--- config.mk ---
export PLATFORM = sky130hd
export DESIGN_NAME = rgb_to_hsi_range_mask_core_flat
export DESIGN_NICKNAME = d
export VERILOG_FILES = /design/src/design/rhrm_pkg.sv /design/src/design/rhrm_if.sv /design/src/design/rhrm_div.sv /design/src/design/rgb_to_hsi_range_mask_core.sv /design/src/flat_wrapper.sv
export SDC_FILE = /design/constraint.sdc
export NUM_CORES = 2
export LEC_CHECK = 0
export BUFFER_PORTS_ARGS = -buffer_cell sky130_fd_sc_hd__clkbuf_2
export CORE_MARGIN = 2
export CORE_UTILIZATION = 40
export DETAILED_ROUTE_END_ITERATION = 10
export GPL_ROUTABILITY_DRIVEN = 0
export PLACE_DENSITY_LB_ADDON = 0.12
export SLEW_MARGIN = 30
export SYNTH_ARGS = -nofsm -noshare
export SYNTH_HDL_FRONTEND = slang
export SYNTH_SLANG_ARGS = --single-unit
--- constraint.sdc ---
create_clock -name clk -period 11 [get_ports clk]
set_input_delay 2.2 -clock clk [delete_from_list [all_inputs] [get_ports clk]]
set_output_delay 2.2 -clock clk [all_outputs]
set_load 0.02 [all_outputs]
--- src/design/rhrm_pkg.sv ---
package rhrm_pkg;

  // Field widths of the pixel and result beats
  localparam int CH_W    = 8;
  localparam int HUE_W   = 15;
  localparam int SAT_W   = 14;
  localparam int INTEN_W = 14;

  // Register widths
  localparam int HUE_LIM_W = 9;
  localparam int BYTE_LIM_W = 8;

  // Configuration port
  localparam int APB_ADDR_W = 5;
  localparam int APB_DATA_W = 32;

  typedef enum logic [2:0] {
    REG_HUE_UPPER   = 3'd0,
    REG_HUE_LOWER   = 3'd1,
    REG_SAT_UPPER   = 3'd2,
    REG_SAT_LOWER   = 3'd3,
    REG_INTEN_UPPER = 3'd4,
    REG_INTEN_LOWER = 3'd5
  } reg_idx_t;

endpackage

--- src/design/rhrm_if.sv ---
interface rhrm_in_if import rhrm_pkg::*; ();
  logic              valid;
  logic              ready;
  logic [CH_W-1:0]   chan_first;
  logic [CH_W-1:0]   chan_second;
  logic [CH_W-1:0]   chan_third;

  modport source (output valid, chan_first, chan_second, chan_third, input ready);
  modport sink   (input valid, chan_first, chan_second, chan_third, output ready);
endinterface

interface rhrm_out_if import rhrm_pkg::*; ();
  logic                valid;
  logic                ready;
  logic [HUE_W-1:0]    hue_value;
  logic [SAT_W-1:0]    sat_value;
  logic [INTEN_W-1:0]  inten_value;
  logic                in_range;

  modport source (output valid, hue_value, sat_value, inten_value, in_range, input ready);
  modport sink   (input valid, hue_value, sat_value, inten_value, in_range, output ready);
endinterface

--- src/design/rhrm_div.sv ---
module rhrm_div #(
  parameter int XW = 34,
  parameter int DW = 20,
  parameter int QB = 15
) (
  input  logic          clk,
  input  logic [QB-1:0] adv,
  input  logic [XW-1:0] x,
  input  logic [DW-1:0] d,
  output logic [QB-1:0] q
);

  // One quotient bit per stage, restoring; quotient known to be below 2^QB
  logic [DW-1:0] rem_r [QB];
  logic [DW-1:0] d_r   [QB];
  logic [QB-1:0] lo_r  [QB];
  logic [QB-1:0] q_r   [QB];

  for (genvar k = 0; k < QB; k++) begin : g_stage
    logic [DW-1:0] rem_in;
    logic [DW-1:0] d_in;
    logic [QB-1:0] lo_in;
    logic [QB-1:0] q_in;
    logic [DW:0]   trial;
    logic          ge;

    if (k == 0) begin : g_first
      assign rem_in = DW'(x[XW-1:QB]);
      assign d_in   = d;
      assign lo_in  = x[QB-1:0];
      assign q_in   = '0;
    end else begin : g_next
      assign rem_in = rem_r[k-1];
      assign d_in   = d_r[k-1];
      assign lo_in  = lo_r[k-1];
      assign q_in   = q_r[k-1];
    end

    // Shift in the next dividend bit and try the subtract
    assign trial = {rem_in, lo_in[QB-1-k]};
    assign ge    = (trial >= {1'b0, d_in});

    always_ff @(posedge clk) begin
      if (adv[k]) begin
        rem_r[k] <= ge ? DW'(trial - {1'b0, d_in}) : DW'(trial);
        d_r[k]   <= d_in;
        lo_r[k]  <= lo_in;
        q_r[k]   <= q_in | (QB'(ge) << (QB - 1 - k));
      end
    end
  end

  assign q = q_r[QB-1];

endmodule

--- src/design/rgb_to_hsi_range_mask_core.sv ---
// Channel   Dir  Handshake         Beat contents
// in_pix    in   valid/ready       chan_first, chan_second, chan_third
// out_res   out  valid/ready       hue_value, sat_value, inten_value, in_range
// cfg (APB) in   psel/penable      six bound registers, byte address 4*index
//
// One pixel enters per clock while out_res does not stall; the pipeline is three arithmetic
// stages, FRAC_BITS+9 one-bit stages of the two quotient pipelines and one output stage.
// The quotient pipelines set the depth: each resolves one quotient bit per stage.
// Reset (rst_n low, synchronous) empties the pipeline and loads register defaults.
// A stall on out_res holds full stages only; empty stages keep filling.
module rgb_to_hsi_range_mask_core import rhrm_pkg::*; #(
  parameter int FRAC_BITS = 6
) (
  input  logic                  clk,
  input  logic                  rst_n,
  rhrm_in_if.sink               in_pix,
  rhrm_out_if.source            out_res,
  input  logic                  psel,
  input  logic                  penable,
  input  logic                  pwrite,
  input  logic [APB_ADDR_W-1:0] paddr,
  input  logic [APB_DATA_W-1:0] pwdata,
  output logic [APB_DATA_W-1:0] prdata,
  output logic                  pready
);

  localparam int F   = FRAC_BITS;
  localparam int DS  = 9 + F;        // quotient bits and divider stages
  localparam int IW  = 8 + F;        // intensity width
  localparam int NST = DS + 4;       // total pipeline stages
  localparam int HNW = 23;
  localparam int HDW = 17;
  localparam int SNW = 28;
  localparam int SDW = 20;
  localparam logic [IW-1:0] THIRD_1 = IW'((2 ** F) / 3);
  localparam logic [IW-1:0] THIRD_2 = IW'((2 ** (F + 1)) / 3);
  localparam logic [DS-1:0] SAT_MAX = DS'(255) << F;
  localparam logic [DS-1:0] HUE_MAX = DS'(360) << F;

  typedef enum logic [1:0] {SEL_R, SEL_G, SEL_B} hue_sel_t;

  // ---------------- configuration registers ----------------
  logic [HUE_LIM_W-1:0]  hue_upper_r, hue_lower_r;
  logic [BYTE_LIM_W-1:0] sat_upper_r, sat_lower_r, inten_upper_r, inten_lower_r;
  reg_idx_t              reg_idx;

  assign pready  = 1'b1;
  assign reg_idx = reg_idx_t'(paddr[4:2]);

  // Write on the access phase
  always_ff @(posedge clk) begin
    if (!rst_n) begin
      hue_upper_r   <= HUE_LIM_W'(360);
      hue_lower_r   <= '0;
      sat_upper_r   <= BYTE_LIM_W'(255);
      sat_lower_r   <= '0;
      inten_upper_r <= BYTE_LIM_W'(255);
      inten_lower_r <= '0;
    end else if (psel && penable && pwrite && pready) begin
      unique case (reg_idx)
        REG_HUE_UPPER:   hue_upper_r   <= pwdata[HUE_LIM_W-1:0];
        REG_HUE_LOWER:   hue_lower_r   <= pwdata[HUE_LIM_W-1:0];
        REG_SAT_UPPER:   sat_upper_r   <= pwdata[BYTE_LIM_W-1:0];
        REG_SAT_LOWER:   sat_lower_r   <= pwdata[BYTE_LIM_W-1:0];
        REG_INTEN_UPPER: inten_upper_r <= pwdata[BYTE_LIM_W-1:0];
        REG_INTEN_LOWER: inten_lower_r <= pwdata[BYTE_LIM_W-1:0];
        default: ;
      endcase
    end
  end

  // Read back
  always_comb begin
    unique case (reg_idx)
      REG_HUE_UPPER:   prdata = APB_DATA_W'(hue_upper_r);
      REG_HUE_LOWER:   prdata = APB_DATA_W'(hue_lower_r);
      REG_SAT_UPPER:   prdata = APB_DATA_W'(sat_upper_r);
      REG_SAT_LOWER:   prdata = APB_DATA_W'(sat_lower_r);
      REG_INTEN_UPPER: prdata = APB_DATA_W'(inten_upper_r);
      REG_INTEN_LOWER: prdata = APB_DATA_W'(inten_lower_r);
      default:         prdata = '0;
    endcase
  end

  // ---------------- stage valids and stall chain ----------------
  logic [NST-1:0] v_r;
  logic [NST-1:0] en;

  assign en[NST-1] = !v_r[NST-1] || out_res.ready;
  for (genvar k = 0; k < NST - 1; k++) begin : g_en
    assign en[k] = !v_r[k] || en[k+1];
  end

  assign in_pix.ready = en[0];

  always_ff @(posedge clk) begin
    if (!rst_n) begin
      v_r <= '0;
    end else begin
      if (en[0]) v_r[0] <= in_pix.valid;
      for (int k = 1; k < NST; k++) begin
        if (en[k]) v_r[k] <= v_r[k-1];
      end
    end
  end

  // ---------------- stage A: sum, minimum, hue operands ----------------
  logic [9:0]      sum_a;
  hue_sel_t        sel_a;
  logic [7:0]      min_a, num_a;
  logic [8:0]      den_a;
  logic [7:0]      r_in, g_in, b_in;

  logic [9:0]      sum_a_r;
  logic [7:0]      min_a_r, num_a_r;
  logic [8:0]      den_a_r;
  hue_sel_t        sel_a_r;
  logic            eq_a_r;

  assign r_in  = in_pix.chan_first;
  assign g_in  = in_pix.chan_second;
  assign b_in  = in_pix.chan_third;
  assign sum_a = 10'(r_in) + 10'(g_in) + 10'(b_in);

  // Pick the smallest channel, red first, then green
  always_comb begin
    if (r_in <= g_in && r_in <= b_in) begin
      sel_a = SEL_R;
      min_a = r_in;
      num_a = b_in - r_in;
      den_a = 9'(g_in) + 9'(b_in) - {r_in, 1'b0};
    end else if (g_in <= b_in) begin
      sel_a = SEL_G;
      min_a = g_in;
      num_a = r_in - g_in;
      den_a = 9'(r_in) + 9'(b_in) - {g_in, 1'b0};
    end else begin
      sel_a = SEL_B;
      min_a = b_in;
      num_a = g_in - b_in;
      den_a = 9'(r_in) + 9'(g_in) - {b_in, 1'b0};
    end
  end

  always_ff @(posedge clk) begin
    if (en[0]) begin
      sum_a_r <= sum_a;
      min_a_r <= min_a;
      num_a_r <= num_a;
      den_a_r <= den_a;
      sel_a_r <= sel_a;
      eq_a_r  <= (r_in == g_in) || (g_in == b_in);
    end
  end

  // ---------------- stage B: intensity, saturation and hue fractions ----------------
  logic [18:0]     q3_prod;
  logic [7:0]      q3;
  logic [1:0]      rem3;
  logic [IW-1:0]   inten_b;
  logic [SDW-1:0]  dd_b, sn_b;
  logic [HNW-1:0]  hn_b;
  logic [HDW-1:0]  hd_b;

  logic [IW-1:0]   inten_b_r;
  logic [SDW-1:0]  dd_b_r, sn_b_r;
  logic [HNW-1:0]  hn_b_r;
  logic [HDW-1:0]  hd_b_r;
  logic            eq_b_r;

  // Divide the sum by three through a reciprocal, then add the remainder's fraction
  assign q3_prod = 19'(sum_a_r) * 19'd683;
  assign q3      = q3_prod[18:11];
  assign rem3    = 2'(sum_a_r - ((10'(q3) << 1) + 10'(q3)));

  always_comb begin
    inten_b = IW'(q3) << F;
    if (rem3 == 2'd1) inten_b = inten_b + THIRD_1;
    else if (rem3 == 2'd2) inten_b = inten_b + THIRD_2;
  end

  assign dd_b = SDW'(sum_a_r) * SDW'(1000) + SDW'(765);
  assign sn_b = dd_b - SDW'(min_a_r) * SDW'(3000);

  // Hue as 2^F * N / D with the offset folded into N
  always_comb begin
    unique case (sel_a_r)
      SEL_R: begin
        hn_b = HNW'(10'(num_a_r) + 10'(den_a_r)) * HNW'(120);
        hd_b = HDW'(den_a_r);
      end
      SEL_G: begin
        hn_b = HNW'(11'(num_a_r) + (11'(den_a_r) << 1)) * HNW'(120);
        hd_b = HDW'(den_a_r);
      end
      default: begin
        hn_b = HNW'(num_a_r) * HNW'(30000) + HNW'(den_a_r) * HNW'(9);
        hd_b = HDW'(den_a_r) * HDW'(250);
      end
    endcase
    // Flat pixel: hue is zero
    if (den_a_r == '0) begin
      hn_b = '0;
      hd_b = HDW'(1);
    end
  end

  always_ff @(posedge clk) begin
    if (en[1]) begin
      inten_b_r <= inten_b;
      dd_b_r    <= dd_b;
      sn_b_r    <= sn_b;
      hn_b_r    <= hn_b;
      hd_b_r    <= hd_b;
      eq_b_r    <= eq_a_r;
    end
  end

  // ---------------- stage C: scale the saturation numerator ----------------
  logic [SNW-1:0]  sn_c_r;
  logic [SDW-1:0]  dd_c_r;
  logic [HNW-1:0]  hn_c_r;
  logic [HDW-1:0]  hd_c_r;
  logic [IW-1:0]   inten_c_r;
  logic            eq_c_r;

  always_ff @(posedge clk) begin
    if (en[2]) begin
      sn_c_r    <= SNW'(sn_b_r) * SNW'(255);
      dd_c_r    <= dd_b_r;
      hn_c_r    <= hn_b_r;
      hd_c_r    <= hd_b_r;
      inten_c_r <= inten_b_r;
      eq_c_r    <= eq_b_r;
    end
  end

  // ---------------- quotient pipelines ----------------
  logic [DS-1:0] sat_q, hue_q;

  rhrm_div #(.XW(SNW + F), .DW(SDW), .QB(DS)) u_sat_div (
    .clk (clk),
    .adv (en[3 +: DS]),
    .x   ({sn_c_r, F'(0)}),
    .d   (dd_c_r),
    .q   (sat_q)
  );

  rhrm_div #(.XW(HNW + F), .DW(HDW), .QB(DS)) u_hue_div (
    .clk (clk),
    .adv (en[3 +: DS]),
    .x   ({hn_c_r, F'(0)}),
    .d   (hd_c_r),
    .q   (hue_q)
  );

  // Carry intensity and the equal-channel flag alongside the quotients
  logic [IW-1:0] sb_inten_r [DS];
  logic          sb_eq_r    [DS];

  always_ff @(posedge clk) begin
    if (en[3]) begin
      sb_inten_r[0] <= inten_c_r;
      sb_eq_r[0]    <= eq_c_r;
    end
    for (int k = 1; k < DS; k++) begin
      if (en[3+k]) begin
        sb_inten_r[k] <= sb_inten_r[k-1];
        sb_eq_r[k]    <= sb_eq_r[k-1];
      end
    end
  end

  // ---------------- output stage: bound test ----------------
  logic [DS-1:0]      test_hue, hue_lo, hue_hi, sat_lo, sat_hi;
  logic [IW-1:0]      int_lo, int_hi, inten_o;
  logic               hue_ok, sat_ok, int_ok;
  logic [DS+14:0]     hue_ext;
  logic [DS+13:0]     sat_ext;
  logic [IW+13:0]     int_ext;

  logic [HUE_W-1:0]   hue_o_r;
  logic [SAT_W-1:0]   sat_o_r;
  logic [INTEN_W-1:0] inten_o_r;
  logic               pass_o_r;

  assign inten_o  = sb_inten_r[DS-1];
  assign test_hue = sb_eq_r[DS-1] ? '0 : hue_q;
  assign hue_lo   = DS'(hue_lower_r) << F;
  assign hue_hi   = DS'(hue_upper_r) << F;
  assign sat_lo   = DS'(sat_lower_r) << F;
  assign sat_hi   = DS'(sat_upper_r) << F;
  assign int_lo   = IW'(inten_lower_r) << F;
  assign int_hi   = IW'(inten_upper_r) << F;

  // Wrapped hue window when lower exceeds upper
  assign hue_ok = (hue_lower_r > hue_upper_r) ?
                  (test_hue >= hue_lo || test_hue <= hue_hi) :
                  (test_hue >= hue_lo && test_hue <= hue_hi);
  assign sat_ok = (sat_q >= sat_lo) && (sat_q <= sat_hi);
  assign int_ok = (inten_o >= int_lo) && (inten_o <= int_hi);

  assign hue_ext = (DS + 15)'(hue_q);
  assign sat_ext = (DS + 14)'(sat_q);
  assign int_ext = (IW + 14)'(inten_o);

  always_ff @(posedge clk) begin
    if (en[NST-1]) begin
      hue_o_r   <= hue_ext[HUE_W-1:0];
      sat_o_r   <= sat_ext[SAT_W-1:0];
      inten_o_r <= int_ext[INTEN_W-1:0];
      pass_o_r  <= hue_ok && sat_ok && int_ok;
    end
  end

  assign out_res.valid       = v_r[NST-1];
  assign out_res.hue_value   = hue_o_r;
  assign out_res.sat_value   = sat_o_r;
  assign out_res.inten_value = inten_o_r;
  assign out_res.in_range    = pass_o_r;

`ifndef SYNTHESIS
  // An accepted pixel occupies the first stage on the next cycle
  a_enter: assert property (@(posedge clk) disable iff (!rst_n)
    (in_pix.valid && in_pix.ready) |=> v_r[0])
    else $error("accepted pixel missing from first stage");

  // A blocked last quotient stage keeps its beat
  a_hold: assert property (@(posedge clk) disable iff (!rst_n)
    (v_r[NST-2] && !en[NST-2]) |=> v_r[NST-2])
    else $error("stalled quotient stage lost its beat");

  // Quotients stay inside their ranges
  a_sat_max: assert property (@(posedge clk) disable iff (!rst_n)
    v_r[NST-2] |-> (sat_q <= SAT_MAX))
    else $error("saturation quotient out of range");

  a_hue_max: assert property (@(posedge clk) disable iff (!rst_n)
    v_r[NST-2] |-> (hue_q <= HUE_MAX))
    else $error("hue quotient out of range");
`endif

endmodule

--- src/flat_wrapper.sv ---
// flat-port wrapper written by rule: the top's interface ports become plain ports
module rgb_to_hsi_range_mask_core_flat import rhrm_pkg::*;
#(
  parameter int FRAC_BITS = 6
)
  (clk, rst_n, psel, penable, pwrite, paddr, pwdata, prdata, pready, in_pix_valid, in_pix_chan_first, in_pix_chan_second, in_pix_chan_third, in_pix_ready, out_res_valid, out_res_hue_value, out_res_sat_value, out_res_inten_value, out_res_in_range, out_res_ready);
  rhrm_in_if in_pix_i ();
  rhrm_out_if out_res_i ();
  input  logic clk;
  input  logic rst_n;
  input  logic psel;
  input  logic penable;
  input  logic pwrite;
  input  logic [APB_ADDR_W-1:0] paddr;
  input  logic [APB_DATA_W-1:0] pwdata;
  output logic [APB_DATA_W-1:0] prdata;
  output logic pready;
  input wire logic [$bits(in_pix_i.valid)-1:0] in_pix_valid;
  input wire logic [$bits(in_pix_i.chan_first)-1:0] in_pix_chan_first;
  input wire logic [$bits(in_pix_i.chan_second)-1:0] in_pix_chan_second;
  input wire logic [$bits(in_pix_i.chan_third)-1:0] in_pix_chan_third;
  output wire logic [$bits(in_pix_i.ready)-1:0] in_pix_ready;
  output wire logic [$bits(out_res_i.valid)-1:0] out_res_valid;
  output wire logic [$bits(out_res_i.hue_value)-1:0] out_res_hue_value;
  output wire logic [$bits(out_res_i.sat_value)-1:0] out_res_sat_value;
  output wire logic [$bits(out_res_i.inten_value)-1:0] out_res_inten_value;
  output wire logic [$bits(out_res_i.in_range)-1:0] out_res_in_range;
  input wire logic [$bits(out_res_i.ready)-1:0] out_res_ready;
  assign in_pix_i.valid = in_pix_valid;
  assign in_pix_i.chan_first = in_pix_chan_first;
  assign in_pix_i.chan_second = in_pix_chan_second;
  assign in_pix_i.chan_third = in_pix_chan_third;
  assign in_pix_ready = in_pix_i.ready;
  assign out_res_valid = out_res_i.valid;
  assign out_res_hue_value = out_res_i.hue_value;
  assign out_res_sat_value = out_res_i.sat_value;
  assign out_res_inten_value = out_res_i.inten_value;
  assign out_res_in_range = out_res_i.in_range;
  assign out_res_i.ready = out_res_ready;
  rgb_to_hsi_range_mask_core #(.FRAC_BITS(FRAC_BITS)) u_core (.clk(clk), .rst_n(rst_n), .in_pix(in_pix_i), .out_res(out_res_i), .psel(psel), .penable(penable), .pwrite(pwrite), .paddr(paddr), .pwdata(pwdata), .prdata(prdata), .pready(pready));
endmodule
==> parameters.txt <==
Parameter                              Value

Clocking
  Depth of the CTS H-tree ... 4
  Library cell used as clock root buffer ... clkbuf_16
  Count of hold buffers inserted by post-cts repair ... 0
  CTS tree ... built
  Sink Count ... 1773
  Clock slew seen by the registers of the worst setup and hold paths ... 60 ps
  Clock network latency to the later pin of the worst-skew pair ... 850 ps
  Resized Gates After CTS ... 0
  Number of buffers inserted during clock tree synthesis ... 196
  Number of buffers between clock root and the deepest sink ... 3
  Setup repair bufs after CTS ... 0

Detailed routing
  Highest metal used ... met5
  Detailed-route DRC error count ... 0
  Routed length on met3 ... 5.349 mm
  ANT nets after route ... 0
  Final routed wirelength across all metal layers ... 206.9 mm
  Detail-routed net length per standard cell ... 16.63 µm
  Via total after detailed routing ... 61904
  Ratio of routed vias to standard cells ... 4.974
  Number of DRC markers after the initial detailed-route iteration ... 3156
  WL met1 ... 86.05 mm
  Wire length on met2 ... 107.3 mm
  First-pass iteration count of the detailed router ... 5

GRT
  Number of global-route vias before repair ... 64199
  Initial antenna violation count ... 4
  Total routing usage reported by global routing ... 15.85%
  Pin count of the biggest net entering global routing ... 84
  Global-route wire length before repair ... 337.1 mm
  Total grt overflow ... 0

Die
  Width of the die ... 512.9 µm
  I/O pin total ... 147
  Site row count ... 186
  Starting utilization of the core area ... 40.27%
  Standard cell core area ... 257200 µm²
  Die Outline Area ... 263000 µm²
  Die Span Y ... 512.9 µm

Setup path
  CP Max Fanout ... 44
  Kind of end point of the critical path ... primary output
  Kind of launch point of the worst setup path ... primary input
  Critical path class ... in -> out
  Worst Reg2Reg Path Length in Cells ... 23
  Data required time of the critical path ... 8800 ps
  Data arrival time of the worst path ... 6020 ps

Logic synthesis
  Post-synthesis share of cell area spent on xor and xnor gates ... 5.049%
  Area fraction in compound gates after synthesis ... 10.61%
  Dominant combinational cell family by area after synthesis ... adder cells
  Mean area per synthesized cell ... 11.95 µm²
  Arithmetic-cell share of the synthesized area counting full adders, half adders and majority gates ... 17.72%
  Number of unique standard cell types used by synthesis ... 100
  Post-Synthesis Cell Area ... 103600 µm²
  Simple-Gate Fraction of Synth Area ... 7.300%
  Part of the Yosys area used for sequential elements ... 50.74%
  Number of enable flip-flop cells after synthesis ... 1704
  Mapped Cells ... 8665
  Dominant synthesized flop cell ... edfxtp_1
  Share of flip-flops with an asynchronous set or reset after synthesis ... 0%
  Warnings, synthesis ... 0
  Multiplexer fraction of the synthesized cell area ... 3.418%
  Flip-flop and latch count after synthesis ... 1773

Min path
  Worst Hold Depth ... 0
  Path type of the worst min-delay path ... reg -> reg

Timing
  Shortest clock period the worst path allows after layout ... 8215 ps
  Max Clk Rate ... 0.1217 GHz
  Final number of max-transition violations ... 0
  Number of endpoints failing setup at the final stage ... 0
  RSZ-0062 raised after global routing ... no
  TNS Setup ... 0 ps
  Final clock period utilization by the worst path ... 74.68%
  Final setup slack of the worst path ... 2785 ps
  Worst max-slew margin expressed relative to the limit ... 35.34%
  Number of failing hold endpoints at the final stage ... 0
  Worst clock skew ... 70.19 ps
  Actual transition at the worst max-transition pin ... 969.8 ps

Placement
  Post-Place Cells ... 12078
  Number of buffer cells added on primary ports ... 97
  Minimum setup slack after placement ... 2639 ps
  HPWL after DPL ... 162.8 mm

Layout
  Final-stage net count ... 10256
  Fill cell count ... 23314
  Area grow syn2layout ... 10.90%
  Number of standard cells in the final layout excluding fillers ... 12445
  Fraction of layout cells with a size suffix above 1 ... 8.632%

Run
  Number of max-capacitance violations reported ... 0

Outcome
  Outcome ... complete, no violations
-- synthesized netlist by cell type, types with 21 or more instances --
cell type	n	area share (%)
o21ai_1	21	0.10
nand4_1	67	0.40
o21a_1	92	0.67
buf_2	27	0.13
nor2_1	500	1.8
a21boi_0	53	0.38
nand2_1	391	1.4
or3_1	36	0.22
buf_4	33	0.24
a211oi_1	48	0.35
mux2_2	205	2.2
inv_1	1241	4.5
o21bai_1	77	0.56
or2_2	27	0.16
nor3_1	109	0.53
and3_1	35	0.21
fa_1	286	5.5
edfxtp_1	1704	49
nor2b_1	155	0.94
mux2i_1	99	0.96
and2_1	23	0.14
dfxtp_1	69	1.3
xor2_1	211	1.8
clkbuf_1	67	0.24
a31oi_1	47	0.28
nand2b_1	80	0.48
a21oi_1	527	2.5
xnor2_1	386	3.3
o21ai_0	373	1.8
o211ai_1	39	0.28
a21o_1	189	1.4
o31ai_1	37	0.27
nand3_1	80	0.39
ha_1	1008	12
-- worst max-delay path, stage by stage --
cell and delay (ps):
clkbuf_2 70, and2b_1 240, inv_4 430, nor2_1 210, and2_1 300, inv_4 430, nor3_1 120, buf_4 190
and3_1 230, and2_1 260, and3_1 330, nand3_2 110, buf_4 490, clkbuf_2 290
-- kinds of logic (layout without fill, tap and decap cells) --
family | count (synthesis) | in the layout
adders and majority gates | 1295 | 1295
buffers and inverters | 1376 | 1748
AOI/OAI and AO/OA | 1723 | 1723
and+or+nand+nor | 1579 | 1579
other | 2 | 26
muxes | 320 | 320
DFF | 1773 | 1773
xor gates and xnor gates | 597 | 597
-- stage by stage --
| stage | util [%] | hold slack, ps | cell area, µm² |
|---|---|---|---|
| after floorplan | - | 400.3 | 103700 |
| after global placement | 42.06 | 400.4 | 108200 |
| after detailed placement | 42.08 | 404.5 | 108200 |
| after CTS | 44.65 | 396.1 | 114800 |
| after global routing | 44.67 | 405.2 | 114900 |
| final | 44.67 | 396.6 | 114900 |
-- metal layers --
metal / global-route usage (%) / vias up
met3: 2.159 / 354
met4: 6.219 / 2
met2: 29.36 / 714
met1: 18.34 / 29656
met5: 0 / -
li1: - / 31178
-- final cells by class --
class                   count  area (µm²)  area share, %
repair buffers            143       869.6         0.7571
clock buffers             235        5072          4.416
diodes                      2       5.005       0.004357
inverters                1242        4686          4.079
well taps                3384        4234          3.686
flip-flops and latches   1773       52550          45.75
clock inverters           128        1520          1.323
multi-input cells        5538       45930          39.98
-- path summary, 6_finish.rpt --
path / start / to / slack [ps]
hold reg to reg: u_core.sb_inten_r[1][26] / u_core.sb_inten_r[1][40] / 400
hold / removal: u_core.sb_inten_r[1][26] / u_core.sb_inten_r[1][40] / 400
setup reg to reg: u_core.sum_a_r[5] / u_core.sn_b_r[19] / 4480
setup / recovery: out_res_ready / in_pix_ready / 2780
-- sequential cells by signal (all words and copies together), names as in the netlist, 14 cells and up --
| name | cells |
|---|---|
| u_core.sn_b_r | 17 |
| u_core.hn_b_r | 23 |
| u_core.u_hue_div.q_r | 120 |
| u_core.out_res.sat_value | 14 |
| u_core.sb_inten_r | 150 |
| u_core.out_res.hue_value | 15 |
| u_core.u_hue_div.d_r | 238 |
| u_core.u_sat_div.lo_r | 15 |
| u_core.u_hue_div.rem_r | 238 |
| u_core.hd_b_r | 17 |
| u_core.dd_c_r | 17 |
| u_core.sn_c_r | 25 |
| u_core.hn_c_r | 23 |
| u_core.u_sat_div.d_r | 238 |
| u_core.v_r | 19 |
| u_core.u_hue_div.lo_r | 36 |
| u_core.u_sat_div.rem_r | 280 |
| u_core.u_sat_div.q_r | 118 |
| u_core.dd_b_r | 17 |
| u_core.sb_eq_r | 15 |
| u_core.hd_c_r | 17 |
-- placed cells by master (no fill, tap or decap), types with 41 or more instances in the layout --
cell       instances
a31oi_1           47
clkbuf_2          97
xnor2_1          386
mux2_2           205
ha_1            1008
buf_4             41
clkbuf_16        197
mux2i_1           99
o21ai_0          372
nand4_1           67
nor2_1           496
nand3_1           79
a21o_1           189
a21oi_1          525
nand2_1          382
nor3_1           107
nand2b_1          80
a21boi_0          53
o21bai_1          77
o21a_1            92
xor2_1           211
inv_1           1231
dfxtp_1           69
a211oi_1          48
fa_1             286
nor2b_1          155
edfxtp_1        1704
Power is left out: the tool's default activity adds up to more than one toggle a clock period on the data nets, which glitch-free logic cannot reach.
